<file path="config.mk">
export PLATFORM = sky130hd
export DESIGN_NAME = lmde_ctrl
export DESIGN_NICKNAME = d
export VERILOG_FILES = /design/src/rtl/lmde_pkg.sv /design/src/rtl/lmde_ctrl.sv
export SDC_FILE = /design/constraint.sdc
export NUM_CORES = 1
export LEC_CHECK = 0
export BUFFER_PORTS_ARGS = -buffer_cell sky130_fd_sc_hd__buf_2
export CAP_MARGIN = 20
export CORE_AREA = 2 2 39 41
export CTS_BUF_LIST = sky130_fd_sc_hd__clkbuf_8 sky130_fd_sc_hd__clkbuf_16
export CTS_CLUSTER_DIAMETER = 200
export DETAILED_ROUTE_END_ITERATION = 7
export DIE_AREA = 0 0 41 43
export MAX_ROUTING_LAYER = met4
export PLACE_DENSITY = 0.61
export SYNTH_ARGS = -nofsm -noshare
export SYNTH_HDL_FRONTEND = slang
export SYNTH_SLANG_ARGS = --single-unit
</file>
<file path="constraint.sdc">
create_clock -name clk -period 3 [get_ports clk]
set_input_delay 0.3 -clock clk [delete_from_list [all_inputs] [get_ports clk]]
set_output_delay 0.3 -clock clk [all_outputs]
set_load 0.02 [all_outputs]
</file>
<file path="src/rtl/lmde_pkg.sv">
// package for the layered modulated delay effect: types, constants, helpers
package lmde_pkg;

	localparam int BufDepth   = 256;
	localparam int MaxLayers  = 32;
	localparam int LayerCap   = 20;
	localparam int ClipQ23    = 1862271;
	localparam int OneQ23     = 8388608;

	localparam logic [2:0] CfgPreGain    = 3'd0;
	localparam logic [2:0] CfgPostGain   = 3'd1;
	localparam logic [2:0] CfgDelayLen   = 3'd2;
	localparam logic [2:0] CfgLayerCount = 3'd3;
	localparam logic [2:0] CfgBoost      = 3'd4;
	localparam logic [2:0] CfgSmoothing  = 3'd5;
	localparam logic [2:0] CfgWetMix     = 3'd6;

	typedef enum logic [4:0] {
		ST_IDLE,
		ST_CLEAR,
		ST_PRE0,
		ST_PRE1,
		ST_PRE2,
		ST_LRD,
		ST_LBOOST,
		ST_LCLAMP,
		ST_LENV0,
		ST_LENV1,
		ST_LENV2,
		ST_LTAP0,
		ST_LTAP1,
		ST_LRD2,
		ST_LMIX0,
		ST_LMIX1,
		ST_LWB,
		ST_SM0,
		ST_PST0,
		ST_PST1,
		ST_PST2,
		ST_MIX0,
		ST_MIX1,
		ST_OUT
	} state_t;

	// one command per state, decoded by the datapath
	typedef struct packed {
		state_t op;
		logic   clr_step;
	} cmd_t;

	typedef struct packed {
		logic clr_done;
		logic last_layer;
		logic no_layers;
	} status_t;

	// arithmetic shift right with round half up
	function automatic logic signed [79:0] rnd_shift(input logic signed [79:0] v,
		input int n);
		logic signed [79:0] t;
		t = v + (80'sd1 <<< (n - 1));
		return t >>> n;
	endfunction

	function automatic logic signed [79:0] clamp(input logic signed [79:0] v,
		input logic signed [79:0] lim);
		logic signed [79:0] r;
		r = v;
		if (v > lim) r = lim;
		if (v < -lim) r = -lim;
		return r;
	endfunction

endpackage

</file>
<file path="src/rtl/lmde_ctrl.sv">
// controller state machine sequencing pre-gain, the layers and the output path
module lmde_ctrl (
	input  logic                clk,
	input  logic                arst_n,
	input  logic                in_go,
	input  logic                out_busy,
	input  lmde_pkg::status_t   sts,
	output lmde_pkg::cmd_t      cmd,
	output logic                idle
);

	lmde_pkg::state_t state_q, state_d;

	// state register
	always_ff @(posedge clk or negedge arst_n) begin
		if (!arst_n) state_q <= lmde_pkg::ST_CLEAR;
		else state_q <= state_d;
	end

	// next state and commands
	always_comb begin
		state_d = state_q;
		cmd.op = state_q;
		cmd.clr_step = 1'b0;
		idle = 1'b0;
		case (state_q)
			lmde_pkg::ST_CLEAR: begin
				cmd.clr_step = 1'b1;
				if (sts.clr_done) state_d = lmde_pkg::ST_IDLE;
			end
			lmde_pkg::ST_IDLE: begin
				idle = 1'b1;
				if (in_go) state_d = lmde_pkg::ST_PRE0;
			end
			lmde_pkg::ST_PRE0: state_d = lmde_pkg::ST_PRE1;
			lmde_pkg::ST_PRE1: state_d = lmde_pkg::ST_PRE2;
			lmde_pkg::ST_PRE2: state_d = sts.no_layers ? lmde_pkg::ST_SM0 : lmde_pkg::ST_LRD;
			lmde_pkg::ST_LRD: state_d = lmde_pkg::ST_LBOOST;
			lmde_pkg::ST_LBOOST: state_d = lmde_pkg::ST_LCLAMP;
			lmde_pkg::ST_LCLAMP: state_d = lmde_pkg::ST_LENV0;
			lmde_pkg::ST_LENV0: state_d = lmde_pkg::ST_LENV1;
			lmde_pkg::ST_LENV1: state_d = lmde_pkg::ST_LENV2;
			lmde_pkg::ST_LENV2: state_d = lmde_pkg::ST_LTAP0;
			lmde_pkg::ST_LTAP0: state_d = lmde_pkg::ST_LTAP1;
			lmde_pkg::ST_LTAP1: state_d = lmde_pkg::ST_LRD2;
			lmde_pkg::ST_LRD2: state_d = lmde_pkg::ST_LMIX0;
			lmde_pkg::ST_LMIX0: state_d = lmde_pkg::ST_LMIX1;
			lmde_pkg::ST_LMIX1: state_d = lmde_pkg::ST_LWB;
			lmde_pkg::ST_LWB: state_d = sts.last_layer ? lmde_pkg::ST_SM0 : lmde_pkg::ST_LRD;
			lmde_pkg::ST_SM0: state_d = lmde_pkg::ST_PST0;
			lmde_pkg::ST_PST0: state_d = lmde_pkg::ST_PST1;
			lmde_pkg::ST_PST1: state_d = lmde_pkg::ST_PST2;
			lmde_pkg::ST_PST2: state_d = lmde_pkg::ST_MIX0;
			lmde_pkg::ST_MIX0: state_d = lmde_pkg::ST_MIX1;
			lmde_pkg::ST_MIX1: state_d = lmde_pkg::ST_OUT;
			lmde_pkg::ST_OUT: if (!out_busy) state_d = lmde_pkg::ST_IDLE;
			default: state_d = lmde_pkg::ST_IDLE;
		endcase
	end

endmodule

</file>
==> impl_summary.txt <==
----------------------------------------------------
[Outcome]
  Status ... completed

[Yosys]
  Number of enable flip-flop cells after synthesis ... 0
  Commonest register cell after synthesis ... sky130_fd_sc_hd__dfrtp_1
  Net count after synthesis ... 55
  Fraction of the mapped netlist area in simple logic gates ... between 30% and 40%
  Portion of netlist area occupied by mux cells ... around 4.7%
  Average cell area after synthesis ... 8.97 µm²
  Synth cell types ... 33
  Number of cells produced by synthesis ... 48
  Proportion of synthesized flip-flops having asynchronous set or reset ... 100%
  Synthesized-area fraction occupied by ao, oa, aoi and oai cells ... 20.1%
  Netlist area before placement ... 430 µm²
  Synth Register Bits ... 5
  Xor/xnor share of the synthesized area ... 2.03%
  Combinational family with the most area after synthesis ... simple AND/OR/NAND/NOR gates
  Adder-Cell Fraction of Synth Area ... 0%
  Warning count from the yosys run ... 0
  Sequential element share of the synthesized area ... 29.4%

[STA]
  Setup total negative slack ... 0 ns
  Slew margin rel. ... 73.9%
  Setup repair after global routing missed its margin ... false
  Timing-limited maximum frequency ... 563 MHz
  Worst Max-Slew Pin Slew ... 0.391 ns
  Shortest clock period the worst path allows after layout ... approximately 1.8 ns
  Total setup violations reported at the end of the flow ... 0
  Post-Route Skew ... between 0.002 and 0.0025 ns
  Post-route clock period utilization ... 59.2%
  Worst-case setup margin in the final layout ... 1.22 ns
  Max Slew Vio Count ... 0
  Count of endpoints failing hold in the final timing report ... 0

[Finish]
  Share of the core filled with cells in the final layout ... 38.3%
  Registers with the most flip-flops ... state_q (5)
  Finished layout cell area ... 531 µm²
  Most frequent cells in the layout ... sky130_fd_sc_hd__buf_2 (13), sky130_fd_sc_hd__dfrtp_1 (4)
  Sequential standard cell area ... 126 µm²
  Most flop-heavy register ... state_q
  Diodes inserted ... 0
  Most common cell after layout, fill and taps aside ... sky130_fd_sc_hd__buf_2
  Fillers ... 152
  Largest register FFs ... 5
  Fraction of final layout cells with drive strength greater than 1 ... 33.9%
  Post-Layout Cell Count ... 78
  Synthesis-to-finish area growth ... 23.3%
  Nets ... 70
  Footprint of the multi-input gates ... 256 µm²

[Floorplan]
  I/O pin count ... 14
  Horizontal die dimension ... 41 µm
  Floorplan Core Area ... between 0.001 and 0.0015 mm²
  Initial Utilization ... 31.1%
  Die Outline Area ... 0.00176 mm²
  Standard-cell row count ... 14
  Vertical die dimension ... 43 µm

[Job]
  # Max-Cap Violations ... 0

[Clock network]
  Clock edge transition at the registers on the reported setup and hold paths ... 0.04 ns
  Maximum clock path buffer count ... 2
  CTS tree ... built
  Total CTS buffers ... 3
  Worst-Skew Late Latency ... 0.22 ns
  Cell chosen for the clock root ... sky130_fd_sc_hd__clkbuf_8
  H-tree depth ... 1
  Post-CTS setup repair buffer count ... 0
  Clock sink total ... 5

[Critical path]
  Highest cell delay on the worst timing path ... 0.48 ns
  Top cell family by delay on the critical path ... simple AND/OR/NAND/NOR gates
  Kind of start point of the critical path ... flip-flop
  Beginning of the worst register-to-register path ... state_q[1]
  CP endpoint kind ... output pin
  Capture instance of the worst register-to-register path ... state_q[2]
  Worst r2r path cells ... 3
  Worst-path cell chain ... or3_4 -> nor3_1 -> buf_2
  R2r setup slk ... approximately 1.6 ns
  Crit path required time ... 2.70 ns
  Highest net fanout along the worst path ... 11
  Arrival time worst endpoint ... 1.48 ns
  Kind of critical path ... flip-flop to output pin
  Critical-path top delay cell ... sky130_fd_sc_hd__dfrtp_1
  WP depth ... 3
  Number of buffer and inverter stages on the critical path ... 1

[Detailed routing]
  First-pass iteration count of the detailed router ... 4
  Total wire length after detailed routing ... 925 µm
  Via count ... 408
  Routed wire per std cell ... ~12 µm
  DRC violations left ... 0
  Starting DRC count in detailed routing ... 11
  Per-cell via count in the routed design ... around 5.2
  Final antenna-violating net count ... 0

[Worst hold path]
  Worst Hold Class ... input pin to async pin

[Placement]
  Post-placement worst setup slack ... 1.45 ns
  Placed Cells ... 73
  Placed Area ... roughly 480 µm²
  Port Buffer Count ... 13
  RD Place Congestion ... 0.778
  Placed wire-length estimate after detailed placement ... 684 µm

[Power]
  Static Leak ... 0.245 nW
  Worst vdd ir ... 0.380 mV
  Ratio of total power to cell area ... 1120 mW/mm²

[Global routing]
  GRT Util Overall ... 13.4%
  Vias in the first global route ... 396
  Largest net degree at the start of global routing ... 15
  First-pass GRT wire length ... 1.61 mm
  Residual overflow from global routing ... 0
  Number of antenna violations at the first check in global routing ... 0

----------------------------------------------------
## what timing repair did
item | in CTS | in global routing
hold buffers | 1 | 0
gates resized for setup | 0 | 0
endpoints found under the hold margin | 4 | 0
endpoints found under the setup margin | 0 | 0
## metrics by stage
step	power, mW	hold WS [ns]
3_5_place_dp	0.475	0.123
6_report	0.594	0.429
3_3_place_gp	0.475	0.120
5_1_grt	0.650	0.463
4_1_cts	0.599	0.427
2_1_floorplan	0.434	0.00441
## worst register-to-register path: cells and delay by family, from the launching register on
family          cells  cell delay [ns]
simple gates        2             0.74
flops               1             0.51
compound gates      1             0.10
## per-layer routing
layer,vias to the layer above,share of wire (%),track usage (%),wire length [µm]
li1,203,-,-,-
met1,194,50,16.8,462
met2,11,46,19.7,422
met3,0,4.3,3.14,40
met4,0,0,6.00,0
met5,-,0,-,0
## Yosys cell counts (all sizes together) (2+ instances only)
cell type | count | area, µm²
dfrtp | 4 | 100
a21oi | 3 | 15.0
buf | 3 | 26.3
nor2b | 3 | 18.8
inv | 2 | 7.51
mux2i | 2 | 20.0
nand2 | 2 | 7.51
nor2 | 2 | 7.51
nor3 | 2 | 10.0
nor3b | 2 | 15.0
o21ai | 2 | 10.0
## worst max path at each step
stage	from	endpoint	slack [ns]
finish	state_q[2]	cmd[0]	1.22
global placement	state_q[2]	cmd[0]	1.47
detailed placement	state_q[2]	cmd[0]	1.45
global route	state_q[2]	idle	1.13
floorplan	state_q[2]	cmd[0]	1.23
CTS	state_q[2]	cmd[0]	1.21
## layout make-up
cell class,instances,share of cell area [%]
clock buffer,3,7.78
clock inverter,1,0.708
inverter,2,1.42
multi-input combinational,37,48.3
sequential,5,23.8
tap,16,3.77
timing repair buffer,14,14.2
## where the power goes
group / total (mW) / internal (mW) / switching, mW
sequential: 0.192 / 0.104 / 0.0877
combinational: 0.282 / 0.135 / 0.147
clock: 0.119 / 0.0876 / 0.0319
total: 0.594 / 0.327 / 0.267
## kinds of logic after synthesis
family                    Yosys count
muxes                               2
and+or+nand+nor                    21
xor gates and xnor gates            1
AOI/OAI and AO/OA                  13
buffers and inverters               6
DFF                                 5
Note: power is estimated with default switching activity, not from simulation.
